===== config.mk =====
export PLATFORM = sky130hd
export DESIGN_NAME = md5_stream_hasher
export DESIGN_NICKNAME = d
export VERILOG_FILES = /design/src/rtl/md5sh_pkg.sv /design/src/rtl/md5sh_front.sv /design/src/rtl/md5sh_queue.sv /design/src/rtl/md5sh_core.sv /design/src/rtl/md5_stream_hasher.sv
export SDC_FILE = /design/constraint.sdc
export NUM_CORES = 2
export LEC_CHECK = 0
export ABC_AREA = 1
export ABC_CLOCK_PERIOD_IN_PS = 28800
export CAP_MARGIN = 15
export CORE_UTILIZATION = 30
export DETAILED_ROUTE_END_ITERATION = 16
export DONT_BUFFER_PORTS = 1
export SYNTH_ARGS = -nofsm -noshare
export SYNTH_HDL_FRONTEND = slang
export SYNTH_SLANG_ARGS = --single-unit

===== constraint.sdc =====
create_clock -name clock -period 28.8 [get_ports clock]
set_input_delay 0 -clock clock [delete_from_list [all_inputs] [get_ports clock]]
set_output_delay 0 -clock clock [all_outputs]
set_load 0.02 [all_outputs]

===== src/rtl/md5sh_pkg.sv =====
package md5sh_pkg;

   // One 32-bit message word on its way from the front end to the round engine.
   // msg_end marks word 15 of the last block of a message.
   typedef struct packed {
      logic [31:0] word;
      logic        msg_end;
   } qword_type;

   localparam logic [3:0][31:0] INIT_VECTOR = {
      32'h10325476, 32'h98badcfe, 32'hefcdab89, 32'h67452301
   };

   localparam logic [7:0] PAD_BYTE = 8'h80;

   localparam logic [31:0] STEP_CONST [64] = '{
      32'hd76aa478, 32'he8c7b756, 32'h242070db, 32'hc1bdceee,
      32'hf57c0faf, 32'h4787c62a, 32'ha8304613, 32'hfd469501,
      32'h698098d8, 32'h8b44f7af, 32'hffff5bb1, 32'h895cd7be,
      32'h6b901122, 32'hfd987193, 32'ha679438e, 32'h49b40821,
      32'hf61e2562, 32'hc040b340, 32'h265e5a51, 32'he9b6c7aa,
      32'hd62f105d, 32'h02441453, 32'hd8a1e681, 32'he7d3fbc8,
      32'h21e1cde6, 32'hc33707d6, 32'hf4d50d87, 32'h455a14ed,
      32'ha9e3e905, 32'hfcefa3f8, 32'h676f02d9, 32'h8d2a4c8a,
      32'hfffa3942, 32'h8771f681, 32'h6d9d6122, 32'hfde5380c,
      32'ha4beea44, 32'h4bdecfa9, 32'hf6bb4b60, 32'hbebfbc70,
      32'h289b7ec6, 32'heaa127fa, 32'hd4ef3085, 32'h04881d05,
      32'hd9d4d039, 32'he6db99e5, 32'h1fa27cf8, 32'hc4ac5665,
      32'hf4292244, 32'h432aff97, 32'hab9423a7, 32'hfc93a039,
      32'h655b59c3, 32'h8f0ccc92, 32'hffeff47d, 32'h85845dd1,
      32'h6fa87e4f, 32'hfe2ce6e0, 32'ha3014314, 32'h4e0811a1,
      32'hf7537e82, 32'hbd3af235, 32'h2ad7d2bb, 32'heb86d391
   };

   // Indexed by {round group, step within the group mod 4}.
   localparam logic [4:0] ROT_AMOUNT [16] = '{
      5'd7, 5'd12, 5'd17, 5'd22, 5'd5, 5'd9, 5'd14, 5'd20,
      5'd4, 5'd11, 5'd16, 5'd23, 5'd6, 5'd10, 5'd15, 5'd21
   };

   // Message word used by step i.
   function automatic logic [3:0] msg_index(input logic [5:0] i);
      logic [3:0] lo;
      logic [3:0] g;
      lo = i[3:0];
      unique case (i[5:4])
         2'd0: g = lo;
         2'd1: g = lo * 4'd5 + 4'd1;
         2'd2: g = lo * 4'd3 + 4'd5;
         2'd3: g = lo * 4'd7;
      endcase
      return g;
   endfunction

   function automatic logic [31:0] rotl32(input logic [31:0] v, input logic [4:0] s);
      logic [63:0] dbl;
      dbl = {v, v} << s;
      return dbl[63:32];
   endfunction

endpackage


===== src/rtl/md5sh_front.sv =====
module md5sh_front (
   input  logic                  clock,
   input  logic                  reset,
   input  logic                  req_tvalid,
   output logic                  req_tready,
   input  logic [7:0]            req_tdata,
   input  logic                  req_tlast,
   output logic                  push,
   output md5sh_pkg::qword_type  push_data,
   input  logic                  q_full
);

   localparam logic ST_BYTES = 1'b0;
   localparam logic ST_PAD   = 1'b1;

   logic        state_ff, state_in;
   logic [31:0] cnt_ff, cnt_in;
   logic [31:0] acc_ff, acc_in;
   logic [3:0]  wi_ff, wi_in;
   logic        len_blk_ff, len_blk_in;

   logic [1:0]  lane;
   logic [31:0] byte_word;
   logic [3:0]  start_idx;
   logic        accept;

   assign lane       = cnt_ff[1:0];
   assign byte_word  = acc_ff | ({24'd0, req_tdata} << {lane, 3'b000});
   assign req_tready = (state_ff == ST_BYTES) && !q_full;
   assign accept     = req_tvalid && req_tready;

   always_comb begin
      state_in   = state_ff;
      cnt_in     = cnt_ff;
      acc_in     = acc_ff;
      wi_in      = wi_ff;
      len_blk_in = len_blk_ff;
      push       = 1'b0;
      push_data  = '{word: byte_word, msg_end: 1'b0};
      start_idx  = cnt_ff[5:2];

      if (state_ff == ST_BYTES) begin
         if (accept) begin
            cnt_in = cnt_ff + 32'd1;
            if (lane == 2'd3) begin
               // word complete; on the last byte the pad byte opens the next word
               push      = 1'b1;
               start_idx = cnt_ff[5:2] + 4'd1;
               acc_in    = req_tlast ? {24'd0, md5sh_pkg::PAD_BYTE} : 32'd0;
            end else begin
               start_idx = cnt_ff[5:2];
               acc_in    = req_tlast
                         ? byte_word | ({24'd0, md5sh_pkg::PAD_BYTE}
                                        << {2'(lane + 2'd1), 3'b000})
                         : byte_word;
            end
            if (req_tlast) begin
               state_in   = ST_PAD;
               wi_in      = start_idx;
               len_blk_in = (start_idx < 4'd14);
            end
         end
      end else begin
         if (!q_full) begin
            push = 1'b1;
            if (len_blk_ff && wi_ff == 4'd14) begin
               push_data.word = {cnt_ff[28:0], 3'b000};
            end else if (len_blk_ff && wi_ff == 4'd15) begin
               push_data.word = {29'd0, cnt_ff[31:29]};
            end else begin
               push_data.word = acc_ff;
            end
            push_data.msg_end = len_blk_ff && (wi_ff == 4'd15);
            acc_in = 32'd0;
            wi_in  = wi_ff + 4'd1;
            if (wi_ff == 4'd15) begin
               if (len_blk_ff) begin
                  state_in = ST_BYTES;
                  cnt_in   = 32'd0;
               end else begin
                  len_blk_in = 1'b1;
               end
            end
         end
      end
   end

   always_ff @(posedge clock) begin
      if (reset) begin
         state_ff   <= ST_BYTES;
         cnt_ff     <= 32'd0;
         acc_ff     <= 32'd0;
         wi_ff      <= 4'd0;
         len_blk_ff <= 1'b0;
      end else begin
         state_ff   <= state_in;
         cnt_ff     <= cnt_in;
         acc_ff     <= acc_in;
         wi_ff      <= wi_in;
         len_blk_ff <= len_blk_in;
      end
   end

endmodule


===== src/rtl/md5sh_queue.sv =====
module md5sh_queue #(
   parameter int DEPTH = 4
) (
   input  logic                  clock,
   input  logic                  reset,
   input  logic                  push,
   input  md5sh_pkg::qword_type  push_data,
   output logic                  full,
   input  logic                  pop,
   output md5sh_pkg::qword_type  pop_data,
   output logic                  empty
);

   localparam int PTR_W = (DEPTH > 1) ? $clog2(DEPTH) : 1;
   localparam int CNT_W = $clog2(DEPTH + 1);

   md5sh_pkg::qword_type mem_ff [DEPTH];
   logic [PTR_W-1:0] wr_ptr_ff, rd_ptr_ff;
   logic [CNT_W-1:0] count_ff;

   assign full     = (count_ff == CNT_W'(DEPTH));
   assign empty    = (count_ff == '0);
   assign pop_data = mem_ff[rd_ptr_ff];

   always_ff @(posedge clock) begin
      if (push && !full) begin
         mem_ff[wr_ptr_ff] <= push_data;
      end
   end

   always_ff @(posedge clock) begin
      if (reset) begin
         wr_ptr_ff <= '0;
         rd_ptr_ff <= '0;
         count_ff  <= '0;
      end else begin
         if (push && !full) begin
            wr_ptr_ff <= (wr_ptr_ff == PTR_W'(DEPTH - 1)) ? '0 : wr_ptr_ff + 1'b1;
         end
         if (pop && !empty) begin
            rd_ptr_ff <= (rd_ptr_ff == PTR_W'(DEPTH - 1)) ? '0 : rd_ptr_ff + 1'b1;
         end
         if ((push && !full) && !(pop && !empty)) begin
            count_ff <= count_ff + 1'b1;
         end else if (!(push && !full) && (pop && !empty)) begin
            count_ff <= count_ff - 1'b1;
         end
      end
   end

endmodule


===== src/rtl/md5sh_core.sv =====
module md5sh_core (
   input  logic                  clock,
   input  logic                  reset,
   output logic                  pop,
   input  md5sh_pkg::qword_type  pop_data,
   input  logic                  q_empty,
   output logic                  rsp_tvalid,
   input  logic                  rsp_tready,
   output logic [31:0]           rsp_tdata,
   output logic                  rsp_tlast
);

   localparam logic [1:0] ST_LOAD = 2'd0;
   localparam logic [1:0] ST_RUN  = 2'd1;
   localparam logic [1:0] ST_ADD  = 2'd2;
   localparam logic [1:0] ST_OUT  = 2'd3;

   logic [1:0]       state_ff, state_in;
   logic [3:0]       wcnt_ff, wcnt_in;
   logic             msg_end_ff, msg_end_in;
   logic [5:0]       rnd_ff, rnd_in;
   logic [31:0]      a_ff, a_in, b_ff, b_in, c_ff, c_in, d_ff, d_in;
   logic [31:0]      kw_ff, kw_in;
   logic [3:0][31:0] chain_ff, chain_in;
   logic [1:0]       out_idx_ff, out_idx_in;
   logic             rsp_valid_ff, rsp_valid_in;
   logic [31:0]      rsp_word_ff, rsp_word_in;
   logic             rsp_last_ff, rsp_last_in;

   logic [31:0]      blk_ff [16];

   logic [31:0]      f_val;
   logic [31:0]      sum;
   logic [31:0]      b_new;
   logic [5:0]       rnd_next;

   assign pop        = (state_ff == ST_LOAD) && !q_empty;
   assign rsp_tvalid = rsp_valid_ff;
   assign rsp_tdata  = rsp_word_ff;
   assign rsp_tlast  = rsp_last_ff;
   assign rnd_next   = rnd_ff + 6'd1;

   // one MD5 step; kw_ff already holds constant plus message word
   always_comb begin
      unique case (rnd_ff[5:4])
         2'd0: f_val = d_ff ^ (b_ff & (c_ff ^ d_ff));
         2'd1: f_val = c_ff ^ (d_ff & (b_ff ^ c_ff));
         2'd2: f_val = b_ff ^ c_ff ^ d_ff;
         2'd3: f_val = c_ff ^ (b_ff | ~d_ff);
      endcase
      sum   = a_ff + f_val + kw_ff;
      b_new = b_ff + md5sh_pkg::rotl32(sum, md5sh_pkg::ROT_AMOUNT[{rnd_ff[5:4], rnd_ff[1:0]}]);
   end

   always_comb begin
      state_in     = state_ff;
      wcnt_in      = wcnt_ff;
      msg_end_in   = msg_end_ff;
      rnd_in       = rnd_ff;
      a_in         = a_ff;
      b_in         = b_ff;
      c_in         = c_ff;
      d_in         = d_ff;
      kw_in        = kw_ff;
      chain_in     = chain_ff;
      out_idx_in   = out_idx_ff;
      rsp_valid_in = rsp_valid_ff && !rsp_tready;
      rsp_word_in  = rsp_word_ff;
      rsp_last_in  = rsp_last_ff;

      unique case (state_ff)
         ST_LOAD: begin
            if (pop) begin
               wcnt_in = wcnt_ff + 4'd1;
               if (wcnt_ff == 4'd15) begin
                  msg_end_in = pop_data.msg_end;
                  state_in   = ST_RUN;
                  rnd_in     = 6'd0;
                  a_in       = chain_ff[0];
                  b_in       = chain_ff[1];
                  c_in       = chain_ff[2];
                  d_in       = chain_ff[3];
                  kw_in      = md5sh_pkg::STEP_CONST[0] + blk_ff[0];
               end
            end
         end
         ST_RUN: begin
            a_in   = d_ff;
            b_in   = b_new;
            c_in   = b_ff;
            d_in   = c_ff;
            kw_in  = md5sh_pkg::STEP_CONST[rnd_next]
                   + blk_ff[md5sh_pkg::msg_index(rnd_next)];
            rnd_in = rnd_next;
            if (rnd_ff == 6'd63) begin
               state_in = ST_ADD;
            end
         end
         ST_ADD: begin
            chain_in[0] = chain_ff[0] + a_ff;
            chain_in[1] = chain_ff[1] + b_ff;
            chain_in[2] = chain_ff[2] + c_ff;
            chain_in[3] = chain_ff[3] + d_ff;
            out_idx_in  = 2'd0;
            state_in    = msg_end_ff ? ST_OUT : ST_LOAD;
         end
         ST_OUT: begin
            if (!rsp_valid_ff || rsp_tready) begin
               rsp_valid_in = 1'b1;
               rsp_word_in  = chain_ff[out_idx_ff];
               rsp_last_in  = (out_idx_ff == 2'd3);
               out_idx_in   = out_idx_ff + 2'd1;
               if (out_idx_ff == 2'd3) begin
                  chain_in = md5sh_pkg::INIT_VECTOR;
                  state_in = ST_LOAD;
               end
            end
         end
      endcase
   end

   always_ff @(posedge clock) begin
      if (pop) begin
         blk_ff[wcnt_ff] <= pop_data.word;
      end
   end

   always_ff @(posedge clock) begin
      a_ff        <= a_in;
      b_ff        <= b_in;
      c_ff        <= c_in;
      d_ff        <= d_in;
      kw_ff       <= kw_in;
      rsp_word_ff <= rsp_word_in;
      rsp_last_ff <= rsp_last_in;
      msg_end_ff  <= msg_end_in;
   end

   always_ff @(posedge clock) begin
      if (reset) begin
         state_ff     <= ST_LOAD;
         wcnt_ff      <= 4'd0;
         rnd_ff       <= 6'd0;
         chain_ff     <= md5sh_pkg::INIT_VECTOR;
         out_idx_ff   <= 2'd0;
         rsp_valid_ff <= 1'b0;
      end else begin
         state_ff     <= state_in;
         wcnt_ff      <= wcnt_in;
         rnd_ff       <= rnd_in;
         chain_ff     <= chain_in;
         out_idx_ff   <= out_idx_in;
         rsp_valid_ff <= rsp_valid_in;
      end
   end

endmodule


===== src/rtl/md5_stream_hasher.sv =====
// MD5 stream hasher. Message bytes come in one per request on the req_ channel,
// req_tlast set on the final byte (a message holds at least one byte); the MD5
// digest goes out on the rsp_ channel as four 32-bit chaining words, word 0
// first, rsp_tlast set on the fourth. Each word is the raw chaining value: the
// usual hex text lists its bytes least significant first. After the digest the
// engine is back at the initial vector, ready for the next message; bytes of
// the next message may already be taken while the digest drains. The front end
// packs bytes into little-endian words and takes one byte per cycle while the
// word queue has room. After the last byte it generates the padding and length
// words itself, one word per cycle while the queue has room: 3 to 16 words, or
// 17 or 18 when the length spills into an extra block. No request is taken
// during that time. The round engine pulls 16 words from the queue, runs the
// 64 MD5 steps one per cycle and adds into the chaining words. While it runs,
// the front end gets at most QUEUE_DEPTH words ahead (4 by default) and then
// stalls, so most of the next block arrives during the load at one word per
// four bytes. Each block passes through load, steps and add in that order, and
// after the last block the digest leaves through the output register.

module md5_stream_hasher #(
   parameter int QUEUE_DEPTH = 4
) (
   input  logic        clock,
   input  logic        reset,
   // request channel: message bytes
   input  logic        req_tvalid,
   output logic        req_tready,
   input  logic [7:0]  req_tdata,   // [7:0] data_byte
   input  logic        req_tlast,   // last_byte
   // response channel: digest words
   output logic        rsp_tvalid,
   input  logic        rsp_tready,
   output logic [31:0] rsp_tdata,   // [31:0] digest_word
   output logic        rsp_tlast    // digest_last
);

   md5sh_pkg::qword_type push_data;
   md5sh_pkg::qword_type pop_data;
   logic                 push;
   logic                 pop;
   logic                 q_full;
   logic                 q_empty;

   // byte packing, padding and length insertion
   md5sh_front u_front (
      .clock      (clock),
      .reset      (reset),
      .req_tvalid (req_tvalid),
      .req_tready (req_tready),
      .req_tdata  (req_tdata),
      .req_tlast  (req_tlast),
      .push       (push),
      .push_data  (push_data),
      .q_full     (q_full)
   );

   // word queue decoupling the byte side from the round engine
   md5sh_queue #(
      .DEPTH (QUEUE_DEPTH)
   ) u_queue (
      .clock     (clock),
      .reset     (reset),
      .push      (push),
      .push_data (push_data),
      .full      (q_full),
      .pop       (pop),
      .pop_data  (pop_data),
      .empty     (q_empty)
   );

   // block load, 64 rounds, chaining add, digest output
   md5sh_core u_core (
      .clock      (clock),
      .reset      (reset),
      .pop        (pop),
      .pop_data   (pop_data),
      .q_empty    (q_empty),
      .rsp_tvalid (rsp_tvalid),
      .rsp_tready (rsp_tready),
      .rsp_tdata  (rsp_tdata),
      .rsp_tlast  (rsp_tlast)
   );

endmodule

Word-level counts from Yosys, hierarchy flattened --
Memories as Yosys holds them, arrays and structs flattened. A register that Yosys moved wholly into a read port is not among the register bits. Index checks and enable logic that the tools add are counted.
Storage, ports and cells: word-level logic and storage cells 227, ROM bits 2128, register bits after elaboration 414, RAM bits 644, memories kept 4
Cells by class: muxes and demuxes 88, shift-type cells 3, add/subtract/negate cells 22, $lt $le $gt $ge 4, reductions and logical operators 37, equal/unequal tests 26, multiply operators 3, bitwise gates (word level) 15
Memories:
- (no name shown) | words 64, bits a word 32, rd ports 1, clocked after Yosys merged registers in 0, write ports 0, line md5sh_core.sv:92 | kw_in = md5sh_pkg::STEP_CONST[rnd_next]
- u_core.blk_ff | words 16, bits a word 32, rd ports 2, clocked after Yosys merged registers in 0, write ports 1, line md5sh_core.sv:30 | logic [31:0] blk_ff [16];
- u_queue.mem_ff | words 4, bits a word 33, rd ports 1, clocked after Yosys merged registers in 1, write ports 1, line md5sh_queue.sv:17 | md5sh_pkg::qword_type mem_ff [DEPTH];
- (no name shown) | words 16, bits a word 5, rd ports 1, clocked after Yosys merged registers in 0, write ports 0, line md5sh_core.sv:52 | b_new = b_ff + md5sh_pkg::rotl32(sum, md5sh_pkg::ROT_AMOUNT[{rnd_ff[5:4], rnd_ff[1:0]}]);
Operator list (number):
- 2-to-1 mux 32 bit | 25
- one-hot mux 32 bit (2 select lines) | 5
- adder 32 bit | 8
- 2-to-1 mux 128 bit | 2
- one-hot mux 128 bit (2 select lines) | 1
- XOR 32 bit | 6
- one-hot mux 32 bit (4 select lines) | 1
- bitwise OR 32 bit | 3
- 2-to-1 mux 33 bit | 2
- bitwise AND 32 bit | 2
- binary-select mux 32 bit (select 2 bit) | 1
- left shift 64 x 5 -> 64 bit | 1
- adder 32 x 1 -> 32 bit (second input constant) | 1
- adder 32 bit (first input constant) | 1
- 2-to-1 mux 4 bit | 8
- inverter 32 bit | 1
- left shift 8 x 5 -> 32 bit | 1
- left shift 8 x 5 -> 32 bit (first input constant) | 1
- 2-to-1 mux 2 bit | 11
- 2-to-1 mux 1 bit | 21
- == test 2 bit (second input constant) | 10
- adder 4 x 1 -> 4 bit (second input constant) | 4
- one-hot mux 4 bit (4 select lines) | 1
- == test 4 bit (second input constant) | 3
- 36 further kinds | 78

Depth between registers and ports, before layout --
word-level depth 11, depth in mapped cells 45, gate-level depth less buffers 43

Cells and area by module --
From an unflattened synthesis, not the netlist that was laid out.
Unflattened totals: cell total of the unflattened synthesis 7898, area, all modules 64197.8 um^2
Modules (own cells, without submodules):
- md5sh_core | instances 1, area an instance 54173.2 um^2, cells each 6775
- md5sh_queue | instances 1, area an instance 5422.7 um^2, cells each 390
- md5sh_front | instances 1, area an instance 4601.9 um^2, cells each 733

Worst setup path before layout --
OpenSTA, ideal clock, no wires.
path kind reg-to-reg, from register u_core.wcnt_ff[1], to register u_core.rnd_ff[0], library setup time 0.126 ns, stages on the path, launching flop included 9, data arrival time 8.904 ns, setup slack 19.770 ns, path through dfxtp_1 -> ha_1 -> inv_1 -> nor2_1 -> a21oi_1 -> nor2_1 -> inv_1 -> o21ai_0 -> inv_1
On the way: longest elaborated chain between the ends 3
RTL lines:
- from (decl) | line md5sh_core.sv:19 | logic [3:0] wcnt_ff, wcnt_in;
- from (signal assigned) | line md5sh_core.sv:149 | wcnt_ff <= wcnt_in;
- == test 4 bit | line md5sh_core.sv:75 | if (wcnt_ff == 4'd15) begin
- inequality test 2 bit (no line)
- AND reduction 3 bit (no line)
- to (signal assigned) | line md5sh_core.sv:150 | rnd_ff <= rnd_in;
- to (decl) | line md5sh_core.sv:21 | logic [5:0] rnd_ff, rnd_in;
Every way passes these cells. A chain may end at the register's enable or synchronous reset.

Worst setup path in the final report --
from register u_core.rnd_ff[4], to register u_core.b_ff[22], data pin
On the way: longest elaborated chain between the ends 7, elaborated cells between the ends (all ways) 14
RTL lines:
- == test 2 bit, or another cell as far along | line md5sh_core.sv:45 | unique case (rnd_ff[5:4])
- one-hot mux 32 bit (4 select lines) / memory (16 x 5 bit) (equally long branches)
- adder 32 bit / 2-to-1 mux 5 bit (equally long branches) (2 in series) | line md5sh_core.sv:51, md5sh_core.sv:52
- left shift 64 x 5 -> 64 bit * | line md5sh_pkg.sv:57 | dbl = {v, v} << s;
- adder 32 bit * | line md5sh_core.sv:52
- one-hot mux 32 bit (2 select lines) * | line md5sh_core.sv:71 | unique case (state_ff)
- via u_core.b_in[22] | line md5sh_core.sv:22 | logic [31:0] a_ff, a_in, b_ff, b_in, c_ff, c_in, d_ff, d_in;
- to (signal assigned) | line md5sh_core.sv:130 | b_ff <= b_in;
- to (decl) | line md5sh_core.sv:22
The timed path passes the listed nets; every way through them passes the cells marked *. The select of a mux whose other input is x is not followed.

==> results.md <==
* Status: finished clean
* Avg Vias per Cell at 5.41
* CP required at 29,260 ps
* Ys flop type: edfxtp_1
* Area of the multi-input gates at 29,900 um2
* Final max-slew violation count at 0
* Post-CTS setup buffer count at 0
* Cells resized by post-CTS repair at 0
* Fillcell total at 22,000
* Worst hold path stage count at 4
* Setup Skew at 105 ps
* Drt wl/cell at 22.2 um
* Slew HR at 16.4%
* Finished layout cell area at 71,200 um2
* Yosys reg bits at 1,060
* Rows at 168
* Final Wtd Congestion at 0.977
* DRT Wirelength at 235 mm
* LEAKAGE at 27.7 nW
* CTS tree: yes
* Minimum clock period at 8870 ps
* Share of cells above drive strength 1 at 5.05%
* Post-Syn Instances at 7,755
* Vias in the first global route at 53,400
* Top-Level Pins at 48
* Worst R2R End: u_core.b_ff[22]
* Pre-CTS setup slack at 20,130 ps
* Die Wd at 463 um
* Final Cycle Share at 30.8%
* FF/Latch Area at 29,600 um2
* CTS Root Cell: clkbuf_16
* Setup tns final at 0 ps
* Syn-to-layout area delta at 11.5%
* Critical Path Fanout Max at 63
* Seq/Total Area, Yosys at 46.4%
* Crit Path Category: register to register
* Mapped cell area at 63,900 um2
* GRT overflow at 0
* Final antenna-violating net count at 0
* Routed vias at 57,000
* Clock transition at path regs at 60 ps
* Max Cap Violations at 0
* Full die area at 215,000 um2
* Final net count at 7,954
* GR Util All Layers at 21.1%
* Synth warn at 0
* Pin count of the biggest net entering global routing at 172
* Initial DRC Count at 5,944
* Core area at 211,000 um2
* DRC viols at 0
* Syn_nets at 8,070
* CTS Sinks at 1,060
* Worst slew pin tran at 1220 ps
* Worst EP arrival at 9330 ps
* Most frequent cells in the layout: 1,489 x nand2_1, 871 x o21ai_0, 838 x edfxtp_1, 776 x inv_1, 694 x nand3_1
* CP Launch Type: register
* Initial core utilization at 30.3%
* Hold Path Class: input port to register
* FMAX at 0.113 GHz
* Worst skew pair latency at 840 ps
* Worst R2R Path Depth at 39
* CP peak stage delay at 810 ps
* Commonest non-fill, non-tap cell in the layout: nand2_1
* Placed instance area at 66,800 um2
* Synth unique cells at 66
* H-tree levels at 3
* Hold_buf cts at 24
* Hold endpoint: u_core.rsp_tvalid
* Buffers on Ports at 0
* Final setup violation count at 0
* R2r startpoint: u_core.rnd_ff[4]
* Pwr dens at 88.0 nW/um2
* Ys async rst share at 0%
* Synth Area per Inst at 8.23 um2
* Initial antenna violation count at 11
* Critical Path End Type: register
* Num CTS Buffers at 116
* Die height at 463 um
* Post-synth EDFFs at 838
* Hold Startpoint: rsp_tready
* Final Hold Vio Count at 0
* Slowest CP cell: dfxtp_2
* First-pass GRT wire length at 348 mm
* Drt first pass iters at 6
* Peak supply drop at 0.0000713 V
* RSZ-0062 raised after global routing: no
* R2r setup slk at 19,930 ps
* Setup WS post-layout at 19,930 ps
* DP Wirelength at 165 mm
* Most common cell on crit path: nand2_1
* Worst-case clock buffer depth at 3
==> per-layer routing <==
metal / share of wire [%] / up-vias / GRT usage (%)
met5: 0.025 / - / 0
met4: 3.9 / 8 / 7.81
met3: 6.5 / 449 / 3.08
met2: 46 / 2121 / 34.6
met1: 43 / 27600 / 27.9
li1: - / 26800 / -
==> state kept, by name, indices dropped and copies added (netlist names), 3 cells and up, named ones only <==
| name | count |
|---|---|
| u_core.rnd_ff | 6 |
| u_front.acc_ff | 32 |
| u_core.wcnt_ff | 4 |
| u_core.rsp_tdata | 32 |
| u_front.cnt_ff | 32 |
| u_queue.count_ff | 3 |
| u_core.a_ff | 32 |
| u_front.wi_ff | 4 |
| u_core.blk_ff | 512 |
| u_core.c_ff | 32 |
| u_core.kw_ff | 32 |
| u_core.chain_ff | 128 |
| u_core.b_ff | 32 |
| u_core.d_ff | 32 |
| u_queue.mem_ff | 132 |
==> where the power goes <==
group,internal (mW),switching [mW],total (mW),leakage [nW]
Sequential,1.95,0.107,2.06,9.37
Combinational,0.789,1.86,2.65,16.5
Clock,0.884,0.671,1.56,1.89
Total,3.62,2.64,6.26,27.7
==> final cells by class <==
class / instances / area share, %
Multi-Input combinational cell: 5531 / 42.1
Sequential cell: 1060 / 41.6
Tap cell: 2805 / 4.93
Clock buffer: 142 / 4.29
Inverter: 796 / 4.22
Timing Repair Buffer: 134 / 1.59
Clock inverter: 75 / 1.28
Antenna cell: 3 / 0.0105
==> how the worst max path moves through the flow <==
stage	from	to	slack [ps]	depth (start not counted)
2_1_floorplan	u_core.wcnt_ff[1]	u_core.rnd_ff[0]	19770	8
3_3_place_gp	u_core.rnd_ff[4]	u_core.b_ff[22]	20270	39
3_5_place_dp	u_core.rnd_ff[4]	u_core.b_ff[22]	20130	39
4_1_cts	u_core.rnd_ff[4]	u_core.b_ff[22]	20020	39
5_1_grt	u_core.rnd_ff[4]	u_core.b_ff[28]	19410	32
6_report	u_core.rnd_ff[4]	u_core.b_ff[22]	19930	39
==> cells in the mapped netlist, drive strengths merged, types with 3 or more instances <==
master | count | share of area, %
or2 | 31 | 0.30
edfxtp | 838 | 39
a2111oi | 6 | 0.082
xnor2 | 22 | 0.30
o22ai | 81 | 0.79
a22oi | 30 | 0.35
nand2 | 1503 | 8.9
inv | 788 | 4.6
and2 | 7 | 0.069
a311oi | 4 | 0.055
o31ai | 13 | 0.15
buf | 109 | 0.92
dfxtp | 222 | 7.0
nor2 | 608 | 3.6
clkinv | 8 | 0.047
a21boi | 5 | 0.059
a21o | 23 | 0.27
o221ai | 37 | 0.51
nor4 | 21 | 0.21
nor3 | 99 | 0.78
a31oi | 55 | 0.56
clkbuf | 259 | 1.5
fa | 42 | 1.3
a32o | 16 | 0.25
a211oi | 13 | 0.15
o311ai | 38 | 0.52
o21a | 20 | 0.24
o21ai | 891 | 7.0
nand4 | 34 | 0.33
o21bai | 42 | 0.49
a22o | 3 | 0.041
nor3b | 3 | 0.035
ha | 260 | 5.1
a221oi | 11 | 0.15
nand3 | 696 | 5.5
nand3b | 9 | 0.11
o211ai | 89 | 1.0
a21oi | 688 | 5.4
xor2 | 113 | 1.6
==> worst max-delay path: cells and delay by family, from the launching register on <==
family          cells  cell delay (ps)
flops               1              810
compound gates      7             1730
xor+xnor            1              180
simple gates       23             3390
fa+ha+maj           4             1420
buf+inv             4              940
==> through the flow <==
step	hold WS (ps)	utilization (%)	std cells	power (mW)
floorplan	202	-	7755	3.79
global placement	93.8	31.7	10300	4.65
detailed placement	94.8	31.7	10300	4.67
CTS	15.7	33.7	10500	6.24
global route	72.5	33.8	10500	6.64
finish	65.7	33.8	10500	6.26
==> kinds of logic after synthesis <==
logic type / after synthesis / synth area share [%]
XOR/XNOR: 135 / 1.85
adder cells (fa/ha/maj): 302 / 6.41
AND/OR/NAND/NOR: 3015 / 19.9
flip-flops: 1060 / 46.4
buffers and inverters: 1164 / 7.12
AO/OA/AOI/OAI: 2078 / 18.3
multiplexers: 1 / 0.0157
No activity file was read; power rests on OpenSTA's default activity.
